===== src/sv/skt_pkg.sv =====
`default_nettype none
// ----------------------------------------------------------------------------
// Sorted key table package
// Shared record type, status codes and controller-to-datapath command and
// status structures.
// ----------------------------------------------------------------------------
package skt_pkg;

  localparam int KEY_W    = 16;
  localparam int INIT_W   = 8;
  localparam int SAL_W    = 32;
  localparam int YEARS_W  = 7;
  localparam int STATUS_W = 3;
  localparam int SLOT_W   = 6;
  localparam int ENT_W    = 7;

  localparam logic KIND_INSERT = 1'b0;
  localparam logic KIND_DELETE = 1'b1;

  typedef struct packed {
    logic [KEY_W-1:0]   key;
    logic [INIT_W-1:0]  initial_req;
    logic [SAL_W-1:0]   salary_cents;
    logic [YEARS_W-1:0] years;
  } rec_t;

  typedef enum logic [STATUS_W-1:0] {
    ST_INSERTED  = 3'd0,
    ST_DUPLICATE = 3'd1,
    ST_FULL      = 3'd2,
    ST_DELETED   = 3'd3,
    ST_NOTFOUND  = 3'd4
  } status_e;

  typedef enum logic [2:0] {
    IDX_HOLD,
    IDX_CLR,
    IDX_INC,
    IDX_DEC,
    IDX_CNT
  } idx_op_e;

  typedef enum logic [1:0] {
    RD_IDX,
    RD_PREV,
    RD_NEXT
  } rd_sel_e;

  typedef enum logic [3:0] {
    S_IDLE,
    S_CHECK,
    S_SRCH_RD,
    S_SRCH_CMP,
    S_INS_PREP,
    S_INS_RD,
    S_INS_WR,
    S_DEL_PREP,
    S_DEL_RD,
    S_DEL_WR,
    S_FINISH
  } state_e;

  typedef struct packed {
    logic    load_req;
    idx_op_e idx_op;
    logic    pos_load;
    logic    rd_en;
    rd_sel_e rd_sel;
    logic    wr_en;
    logic    wr_new;
    logic    cnt_inc;
    logic    cnt_dec;
    logic    code_set;
    status_e code;
    logic    res_load;
  } dp_cmd_t;

  typedef struct packed {
    logic kind;
    logic full;
    logic idx_lt_cnt;
    logic next_lt_cnt;
    logic idx_gt_pos;
    logic key_gt;
    logic key_eq;
    logic out_busy;
  } dp_sts_t;

endpackage
`default_nettype wire


===== src/sv/skt_datapath.sv =====
`default_nettype none
// ----------------------------------------------------------------------------
// Sorted key table datapath
// Record memory, request and result registers, scan index, insert position
// and record count, with the compares that steer the controller.
// ----------------------------------------------------------------------------
module skt_datapath #(
  parameter int CAPACITY = 64
) (
  input  wire logic                          clk_i,
  input  wire logic                          rst_ni,
  input  wire skt_pkg::dp_cmd_t              cmd_i,
  output skt_pkg::dp_sts_t                   sts_o,
  input  wire logic                          kind_i,
  input  wire logic [skt_pkg::KEY_W-1:0]     key_i,
  input  wire logic [skt_pkg::INIT_W-1:0]    initial_req_i,
  input  wire logic [skt_pkg::SAL_W-1:0]     salary_cents_i,
  input  wire logic [skt_pkg::YEARS_W-1:0]   years_i,
  output logic                               out_valid_o,
  input  wire logic                          out_ready_i,
  output logic [skt_pkg::STATUS_W-1:0]       status_o,
  output logic [skt_pkg::SLOT_W-1:0]         slot_o,
  output logic [skt_pkg::ENT_W-1:0]          entries_o
);

  localparam int AW = $clog2(CAPACITY);
  localparam int CW = $clog2(CAPACITY + 1);

  skt_pkg::rec_t mem_q [CAPACITY];
  skt_pkg::rec_t rdata_q;
  skt_pkg::rec_t req_q;
  skt_pkg::rec_t wdata;
  logic          kind_q;

  logic [CW-1:0] idx_q, idx_d;
  logic [CW-1:0] pos_q;
  logic [CW-1:0] cnt_q, cnt_d;
  logic [CW-1:0] rd_idx;
  logic [CW:0]   idx_next;

  skt_pkg::status_e                code_q;
  logic                            out_valid_q;
  logic [skt_pkg::STATUS_W-1:0]    status_q;
  logic [skt_pkg::SLOT_W-1:0]      slot_q;
  logic [skt_pkg::ENT_W-1:0]       entries_q;

  always_ff @(posedge clk_i) begin
    if (cmd_i.load_req) begin
      kind_q             <= kind_i;
      req_q.key          <= key_i;
      req_q.initial_req  <= initial_req_i;
      req_q.salary_cents <= salary_cents_i;
      req_q.years        <= years_i;
    end
    if (cmd_i.pos_load) begin
      pos_q <= idx_q;
    end
    if (cmd_i.code_set) begin
      code_q <= cmd_i.code;
    end
  end

  always_comb begin
    case (cmd_i.rd_sel)
      skt_pkg::RD_PREV: rd_idx = idx_q - CW'(1);
      skt_pkg::RD_NEXT: rd_idx = idx_q + CW'(1);
      default:          rd_idx = idx_q;
    endcase
  end

  assign wdata = cmd_i.wr_new ? req_q : rdata_q;

  always_ff @(posedge clk_i) begin
    if (cmd_i.rd_en) begin
      rdata_q <= mem_q[rd_idx[AW-1:0]];
    end
    if (cmd_i.wr_en) begin
      mem_q[idx_q[AW-1:0]] <= wdata;
    end
  end

  always_comb begin
    case (cmd_i.idx_op)
      skt_pkg::IDX_CLR: idx_d = '0;
      skt_pkg::IDX_INC: idx_d = idx_q + CW'(1);
      skt_pkg::IDX_DEC: idx_d = idx_q - CW'(1);
      skt_pkg::IDX_CNT: idx_d = cnt_q;
      default:          idx_d = idx_q;
    endcase
    cnt_d = cnt_q;
    if (cmd_i.cnt_inc) begin
      cnt_d = cnt_q + CW'(1);
    end else if (cmd_i.cnt_dec) begin
      cnt_d = cnt_q - CW'(1);
    end
  end

  always_ff @(posedge clk_i or negedge rst_ni) begin
    if (!rst_ni) begin
      idx_q       <= '0;
      cnt_q       <= '0;
      out_valid_q <= 1'b0;
    end else begin
      idx_q <= idx_d;
      cnt_q <= cnt_d;
      if (cmd_i.res_load) begin
        out_valid_q <= 1'b1;
      end else if (out_ready_i) begin
        out_valid_q <= 1'b0;
      end
    end
  end

  always_ff @(posedge clk_i) begin
    if (cmd_i.res_load) begin
      status_q  <= code_q;
      entries_q <= skt_pkg::ENT_W'(cnt_q);
      if (code_q inside {skt_pkg::ST_INSERTED, skt_pkg::ST_DELETED}) begin
        slot_q <= skt_pkg::SLOT_W'(pos_q);
      end else begin
        slot_q <= '0;
      end
    end
  end

  assign idx_next = {1'b0, idx_q} + (CW + 1)'(1);

  assign sts_o.kind        = kind_q;
  assign sts_o.full        = (cnt_q == CW'(CAPACITY));
  assign sts_o.idx_lt_cnt  = (idx_q < cnt_q);
  assign sts_o.next_lt_cnt = (idx_next < {1'b0, cnt_q});
  assign sts_o.idx_gt_pos  = (idx_q > pos_q);
  assign sts_o.key_gt      = (req_q.key > rdata_q.key);
  assign sts_o.key_eq      = (req_q.key == rdata_q.key);
  assign sts_o.out_busy    = out_valid_q && !out_ready_i;

  assign out_valid_o = out_valid_q;
  assign status_o    = status_q;
  assign slot_o      = slot_q;
  assign entries_o   = entries_q;

endmodule
`default_nettype wire


===== src/sv/skt_ctrl.sv =====
`default_nettype none
// ----------------------------------------------------------------------------
// Sorted key table controller
// Sequences the search, the shift of later records and the result hand-off
// for one request at a time.
// ----------------------------------------------------------------------------
module skt_ctrl (
  input  wire logic             clk_i,
  input  wire logic             rst_ni,
  input  wire logic             in_valid_i,
  output logic                  in_ready_o,
  input  wire skt_pkg::dp_sts_t sts_i,
  output skt_pkg::dp_cmd_t      cmd_o
);

  skt_pkg::state_e state_q, state_d;

  always_ff @(posedge clk_i or negedge rst_ni) begin
    if (!rst_ni) begin
      state_q <= skt_pkg::S_IDLE;
    end else begin
      state_q <= state_d;
    end
  end

  always_comb begin
    state_d        = state_q;
    in_ready_o     = 1'b0;
    cmd_o          = '0;
    cmd_o.idx_op   = skt_pkg::IDX_HOLD;
    cmd_o.rd_sel   = skt_pkg::RD_IDX;
    cmd_o.code     = skt_pkg::ST_INSERTED;
    case (state_q)
      skt_pkg::S_IDLE: begin
        in_ready_o = 1'b1;
        if (in_valid_i) begin
          cmd_o.load_req = 1'b1;
          cmd_o.idx_op   = skt_pkg::IDX_CLR;
          state_d        = skt_pkg::S_CHECK;
        end
      end
      skt_pkg::S_CHECK: begin
        if (sts_i.kind == skt_pkg::KIND_INSERT && sts_i.full) begin
          cmd_o.code_set = 1'b1;
          cmd_o.code     = skt_pkg::ST_FULL;
          state_d        = skt_pkg::S_FINISH;
        end else begin
          state_d = skt_pkg::S_SRCH_RD;
        end
      end
      skt_pkg::S_SRCH_RD: begin
        if (sts_i.idx_lt_cnt) begin
          cmd_o.rd_en = 1'b1;
          state_d     = skt_pkg::S_SRCH_CMP;
        end else if (sts_i.kind == skt_pkg::KIND_INSERT) begin
          state_d = skt_pkg::S_INS_PREP;
        end else begin
          cmd_o.code_set = 1'b1;
          cmd_o.code     = skt_pkg::ST_NOTFOUND;
          state_d        = skt_pkg::S_FINISH;
        end
      end
      skt_pkg::S_SRCH_CMP: begin
        if (sts_i.kind == skt_pkg::KIND_INSERT) begin
          if (sts_i.key_gt) begin
            cmd_o.idx_op = skt_pkg::IDX_INC;
            state_d      = skt_pkg::S_SRCH_RD;
          end else if (sts_i.key_eq) begin
            cmd_o.code_set = 1'b1;
            cmd_o.code     = skt_pkg::ST_DUPLICATE;
            state_d        = skt_pkg::S_FINISH;
          end else begin
            state_d = skt_pkg::S_INS_PREP;
          end
        end else if (sts_i.key_eq) begin
          state_d = skt_pkg::S_DEL_PREP;
        end else begin
          cmd_o.idx_op = skt_pkg::IDX_INC;
          state_d      = skt_pkg::S_SRCH_RD;
        end
      end
      skt_pkg::S_INS_PREP: begin
        cmd_o.pos_load = 1'b1;
        cmd_o.idx_op   = skt_pkg::IDX_CNT;
        state_d        = skt_pkg::S_INS_RD;
      end
      skt_pkg::S_INS_RD: begin
        if (sts_i.idx_gt_pos) begin
          cmd_o.rd_en  = 1'b1;
          cmd_o.rd_sel = skt_pkg::RD_PREV;
          state_d      = skt_pkg::S_INS_WR;
        end else begin
          cmd_o.wr_en    = 1'b1;
          cmd_o.wr_new   = 1'b1;
          cmd_o.cnt_inc  = 1'b1;
          cmd_o.code_set = 1'b1;
          cmd_o.code     = skt_pkg::ST_INSERTED;
          state_d        = skt_pkg::S_FINISH;
        end
      end
      skt_pkg::S_INS_WR: begin
        cmd_o.wr_en  = 1'b1;
        cmd_o.idx_op = skt_pkg::IDX_DEC;
        state_d      = skt_pkg::S_INS_RD;
      end
      skt_pkg::S_DEL_PREP: begin
        cmd_o.pos_load = 1'b1;
        state_d        = skt_pkg::S_DEL_RD;
      end
      skt_pkg::S_DEL_RD: begin
        if (sts_i.next_lt_cnt) begin
          cmd_o.rd_en  = 1'b1;
          cmd_o.rd_sel = skt_pkg::RD_NEXT;
          state_d      = skt_pkg::S_DEL_WR;
        end else begin
          cmd_o.cnt_dec  = 1'b1;
          cmd_o.code_set = 1'b1;
          cmd_o.code     = skt_pkg::ST_DELETED;
          state_d        = skt_pkg::S_FINISH;
        end
      end
      skt_pkg::S_DEL_WR: begin
        cmd_o.wr_en  = 1'b1;
        cmd_o.idx_op = skt_pkg::IDX_INC;
        state_d      = skt_pkg::S_DEL_RD;
      end
      skt_pkg::S_FINISH: begin
        if (!sts_i.out_busy) begin
          cmd_o.res_load = 1'b1;
          state_d        = skt_pkg::S_IDLE;
        end
      end
      default: begin
        state_d = skt_pkg::S_IDLE;
      end
    endcase
  end

endmodule
`default_nettype wire


===== src/sv/sorted_key_table_insert_delete_core.sv =====
`default_nettype none
// Work per request grows with S, the records compared, and M, the records moved, as
// each moved record is read and then written one slot over; a full-table insert skips
// the search and the shift. Any result also waits while an earlier result is held.
// One request is in work at a time; the core is ready again in the cycle after the
// result is loaded, while that result may still wait in the output register.
// Reset clears the record count, the controller and the result valid flag.
// ----------------------------------------------------------------------------
// Sorted key table core
// Keeps records in ascending key order; inserts at the sorted position and
// deletes by key, shifting later records, with one result per request.
// ----------------------------------------------------------------------------
module sorted_key_table_insert_delete_core #(
  parameter int CAPACITY = 64
) (
  input  wire logic                          clk_i,
  input  wire logic                          rst_ni,
  input  wire logic                          in_valid_i,
  output logic                               in_ready_o,
  input  wire logic                          kind_i,
  input  wire logic [skt_pkg::KEY_W-1:0]     key_i,
  input  wire logic [skt_pkg::INIT_W-1:0]    initial_req_i,
  input  wire logic [skt_pkg::SAL_W-1:0]     salary_cents_i,
  input  wire logic [skt_pkg::YEARS_W-1:0]   years_i,
  output logic                               out_valid_o,
  input  wire logic                          out_ready_i,
  output logic [skt_pkg::STATUS_W-1:0]       status_o,
  output logic [skt_pkg::SLOT_W-1:0]         slot_o,
  output logic [skt_pkg::ENT_W-1:0]          entries_o
);

  skt_pkg::dp_cmd_t cmd;
  skt_pkg::dp_sts_t sts;

  skt_ctrl u_ctrl (
    .clk_i      (clk_i),
    .rst_ni     (rst_ni),
    .in_valid_i (in_valid_i),
    .in_ready_o (in_ready_o),
    .sts_i      (sts),
    .cmd_o      (cmd)
  );

  skt_datapath #(
    .CAPACITY (CAPACITY)
  ) u_datapath (
    .clk_i          (clk_i),
    .rst_ni         (rst_ni),
    .cmd_i          (cmd),
    .sts_o          (sts),
    .kind_i         (kind_i),
    .key_i          (key_i),
    .initial_req_i  (initial_req_i),
    .salary_cents_i (salary_cents_i),
    .years_i        (years_i),
    .out_valid_o    (out_valid_o),
    .out_ready_i    (out_ready_i),
    .status_o       (status_o),
    .slot_o         (slot_o),
    .entries_o      (entries_o)
  );

endmodule
`default_nettype wire

===== config.mk =====
export PLATFORM = sky130hd
export DESIGN_NAME = sorted_key_table_insert_delete_core
export DESIGN_NICKNAME = d
export VERILOG_FILES = /design/src/sv/skt_pkg.sv /design/src/sv/skt_datapath.sv /design/src/sv/skt_ctrl.sv /design/src/sv/sorted_key_table_insert_delete_core.sv
export SDC_FILE = /design/constraint.sdc
export NUM_CORES = 1
export LEC_CHECK = 0
export ABC_AREA = 1
export BUFFER_PORTS_ARGS = -buffer_cell sky130_fd_sc_hd__buf_2
export CAP_MARGIN = 30
export CELL_PAD_IN_SITES_DETAIL_PLACEMENT = 0
export CELL_PAD_IN_SITES_GLOBAL_PLACEMENT = 1
export CORE_AREA = 2 2 351 318
export CTS_BUF_LIST = sky130_fd_sc_hd__clkbuf_8
export DETAILED_ROUTE_END_ITERATION = 10
export DIE_AREA = 0 0 353 320
export PLACE_DENSITY_LB_ADDON = 0.1
export SETUP_SLACK_MARGIN = 0.3
export SLEW_MARGIN = 20
export SYNTH_ARGS = -nofsm -noshare
export SYNTH_HDL_FRONTEND = slang
export SYNTH_SLANG_ARGS = --single-unit
export TNS_END_PERCENT = 10

===== constraint.sdc =====
create_clock -name clk_i -period 6.5 [get_ports clk_i]
set_clock_uncertainty 0.1 [all_clocks]
set_input_delay 0.65 -clock clk_i [delete_from_list [all_inputs] [get_ports clk_i]]
set_output_delay 0.65 -clock clk_i [all_outputs]
set_load 0.01 [all_outputs]

==> flow_summary.json <==
{
  "status": "finished clean",
  "worstReg2RegEnd": "u_datapath.rdata_q[62]",
  "slowest_stage": "dfrtp_1",
  "grt_pass1_vias": 31500,
  "worstHoldPathType": "input port to asynchronous set/reset pin",
  "grtUsageTotal_pct": 25.4,
  "yosysWarnings": 0,
  "rsz0062_at_grt": "no",
  "synth-seq-area-share_pct": 67.4,
  "wl_per_cell_um": 23.3,
  "setup_ws_ns": 0.926,
  "whs_ns": 0.140,
  "nets": 4690,
  "power_leakage_uw": 0.0213,
  "power_density_nw_per_um2": 436,
  "register_area_um2": 33000,
  "slew_headroom_pct": 27.7,
  "reg2reg_depth": 18,
  "cp.required_ns": 7.03,
  "area.growth.synth_to_final_pct": 12.3,
  "ys.flop_type": "edfxtp_1",
  "fin_crit_ns": 5.57,
  "htreeDepth": 4,
  "final_cells": 6182,
  "final_cell_mix": "edfxtp_1 (1,083), nand3_1 (1,071), nand2_1 (1,049)",
  "chipHeight_um": 320,
  "drt_iter0_markers": 3361,
  "dp_cells": 5833,
  "post-place-ws_ns": 1.05,
  "cp_cell_sequence": "nand2_1, nor2_2, nand2_1, xnor2_1, ha_1, nand2_1, or2_1, nand4_1, ha_1, inv_1, nand3_1, nand2_4, inv_4, nand3_1, nand3_1, nand3_1, nand3_1, nand2_1",
  "antenna_found_initial": 8,
  "critPathMaxStageDelay_ns": 0.67,
  "fill_cells": 9849,
  "drc": 0,
  "hold_viol_final": 0,
  "numCtsBuffers": 182,
  "cp_common_cell": "nand3_1",
  "grt_pass1_wl_um": 211000,
  "synth_area_um2": 48900,
  "gp_congestion": 0.810,
  "path_class": "flip-flop to flip-flop",
  "crit_buf_inv": 2,
  "cp-end-kind": "flip-flop",
  "cts_root_buf": "clkbuf_8",
  "finalSetupViolations": 0,
  "maxSlewViolCount": 0,
  "drt_wl_total_um": 144000,
  "drtAntennaViolNets": 0,
  "syn-instance-count": 4449,
  "fmax_mhz": 179,
  "drv_cap": 0,
  "dp_hpwl_um": 81900,
  "cts_buffer_depth": 3,
  "grt-ovfl-total": 0,
  "drt_pass1_iterations": 9,
  "clkSlewWorstSetupHoldPaths_ns": 0.06,
  "crit_path_start_kind": "flip-flop",
  "die_width_um": 353,
  "cp_top_family": "simple AND/OR/NAND/NOR gates",
  "critPathArrivalTime_ns": 6.11,
  "core_um2": 109000,
  "num_rows": 115,
  "ir_drop_v": 0.000315,
  "async_flop_share_pct": 1.72,
  "cts_tree": "done",
  "io-pin-count": 86,
  "synth-edff-count": 1083,
  "place.port_buffers": 38,
  "synth_fp_nets": 4562,
  "cts.sinks": 1102,
  "clkLatencyLatePin_ns": 0.90,
  "drive_gt1_share_pct": 9.94,
  "dieArea_um2": 113000,
  "via_count": 33200,
  "cp.depth": 18,
  "reg2reg_slack_ns": 0.93,
  "routed_via_density": 5.38,
  "multi_input_area_um2": 13200,
  "layout_commonest_cell": "edfxtp_1",
  "cts_resized": 0,
  "post-route-period-util_pct": 85.8,
  "ys_ff_latch": 1102,
  "worst-path-max-fanout": 42,
  "yosysUniqueCellTypes": 42,
  "grt_max_degree": 112,
  "r2r-start": "u_datapath.idx_q[3]",
  "initial_utilization_pct": 44.9,
  "fin_util_pct": 50.4,
  "syn_avg_cell_area_um2": 11.0,
  "worst_slew_pin_slew_ns": 1.08,
  "fin_tns_setup_ns": 0
}
[cells in the mapped netlist, types with 2 or more instances]
master	n	share of area, %
a21oi_1	20	0.20
buf_2	238	2.4
buf_4	19	0.29
clkbuf_1	26	0.20
dfrtp_1	19	0.97
edfxtp_1	1083	66
ha_1	44	1.1
inv_1	399	3.1
inv_2	9	0.069
nand2_1	1056	8.1
nand2_2	3	0.038
nand3_1	1071	11
nand3b_1	256	3.9
nand4_1	7	0.089
nand4_2	3	0.077
nor2_1	106	0.81
nor2_2	2	0.026
nor3_1	7	0.072
o211ai_1	17	0.26
o21a_1	2	0.031
o21ai_0	30	0.31
o21ai_1	6	0.061
xnor2_1	2	0.036
xor2_1	6	0.11
[flip-flops by register name, indices dropped and copies added, names as in the netlist]
signal / flops
u_datapath.kind_q: 1
u_datapath.req_q: 16
u_datapath.status_o: 3
u_datapath.pos_q: 7
u_ctrl.state_q: 4
u_datapath.idx_q: 7
u_datapath.cnt_q: 7
u_datapath.mem_q: 1024
u_datapath.out_valid_o: 1
u_datapath.code_q: 3
u_datapath.rdata_q: 16
u_datapath.entries_o: 7
u_datapath.slot_o: 6
[stage by stage]
stage,total power [uW],area [um2]
after floorplan,14800,48900
after global placement,18400,51400
after detailed placement,18500,51500
after CTS,24100,54900
after global routing,25200,55000
final,24000,55000
[final cells by class]
| type | instances | share of cell area (%) |
|---|---|---|
| multi-input combinational | 2655 | 24.0 |
| antenna | 2 | 0.00910 |
| clock buffer | 189 | 4.73 |
| clock inverter | 136 | 1.17 |
| tap | 1462 | 3.33 |
| timing repair buffer | 228 | 3.94 |
| sequential | 1102 | 60.0 |
| inverter | 408 | 2.79 |
[layer usage]
| layer | up-vias | share of wire [%] | global-route usage (%) |
|---|---|---|---|
| met5 | - | 0 | 0 |
| met4 | 0 | 3.1 | 9.46 |
| met3 | 209 | 6.7 | 4.19 |
| met2 | 1060 | 45 | 39.2 |
| met1 | 16300 | 45 | 36.2 |
| li1 | 15700 | - | - |
[cells by family after synthesis]
logic type | after synthesis | share of synthesized area (%)
fa+ha+maj | 45 | 1.17
buf+inv | 692 | 6.06
simple gates | 2518 | 24.2
compound gates | 83 | 0.989
xor+xnor | 9 | 0.176
flops | 1102 | 67.4
[where the power goes]
part | internal [uW] | switching, uW
sequential | 9210 | 130
clock | 2790 | 2780
combinational | 2360 | 6690
[how the worst max path moves through the flow]
stage	startpoint	endpoint	slack [ns]
after floorplan	u_datapath.idx_q[1]	u_datapath.mem_q[0][52]	1.41
after global placement	u_datapath.idx_q[0]	u_datapath.rdata_q[62]	1.04
after detailed placement	u_datapath.idx_q[3]	u_datapath.rdata_q[62]	1.05
after CTS	u_datapath.idx_q[2]	u_datapath.rdata_q[62]	1.01
after global routing	u_datapath.idx_q[3]	u_datapath.rdata_q[60]	0.65
final	u_datapath.idx_q[3]	u_datapath.rdata_q[62]	0.93
[repair_timing]
| action | 4_1_cts | 5_1_grt |
|---|---|---|
| endpoints found under the hold margin | 40 | 0 |
| setup buffers | 0 | 0 |
| hold buffers | 20 | 0 |
(Power assumes the default switching activity.)
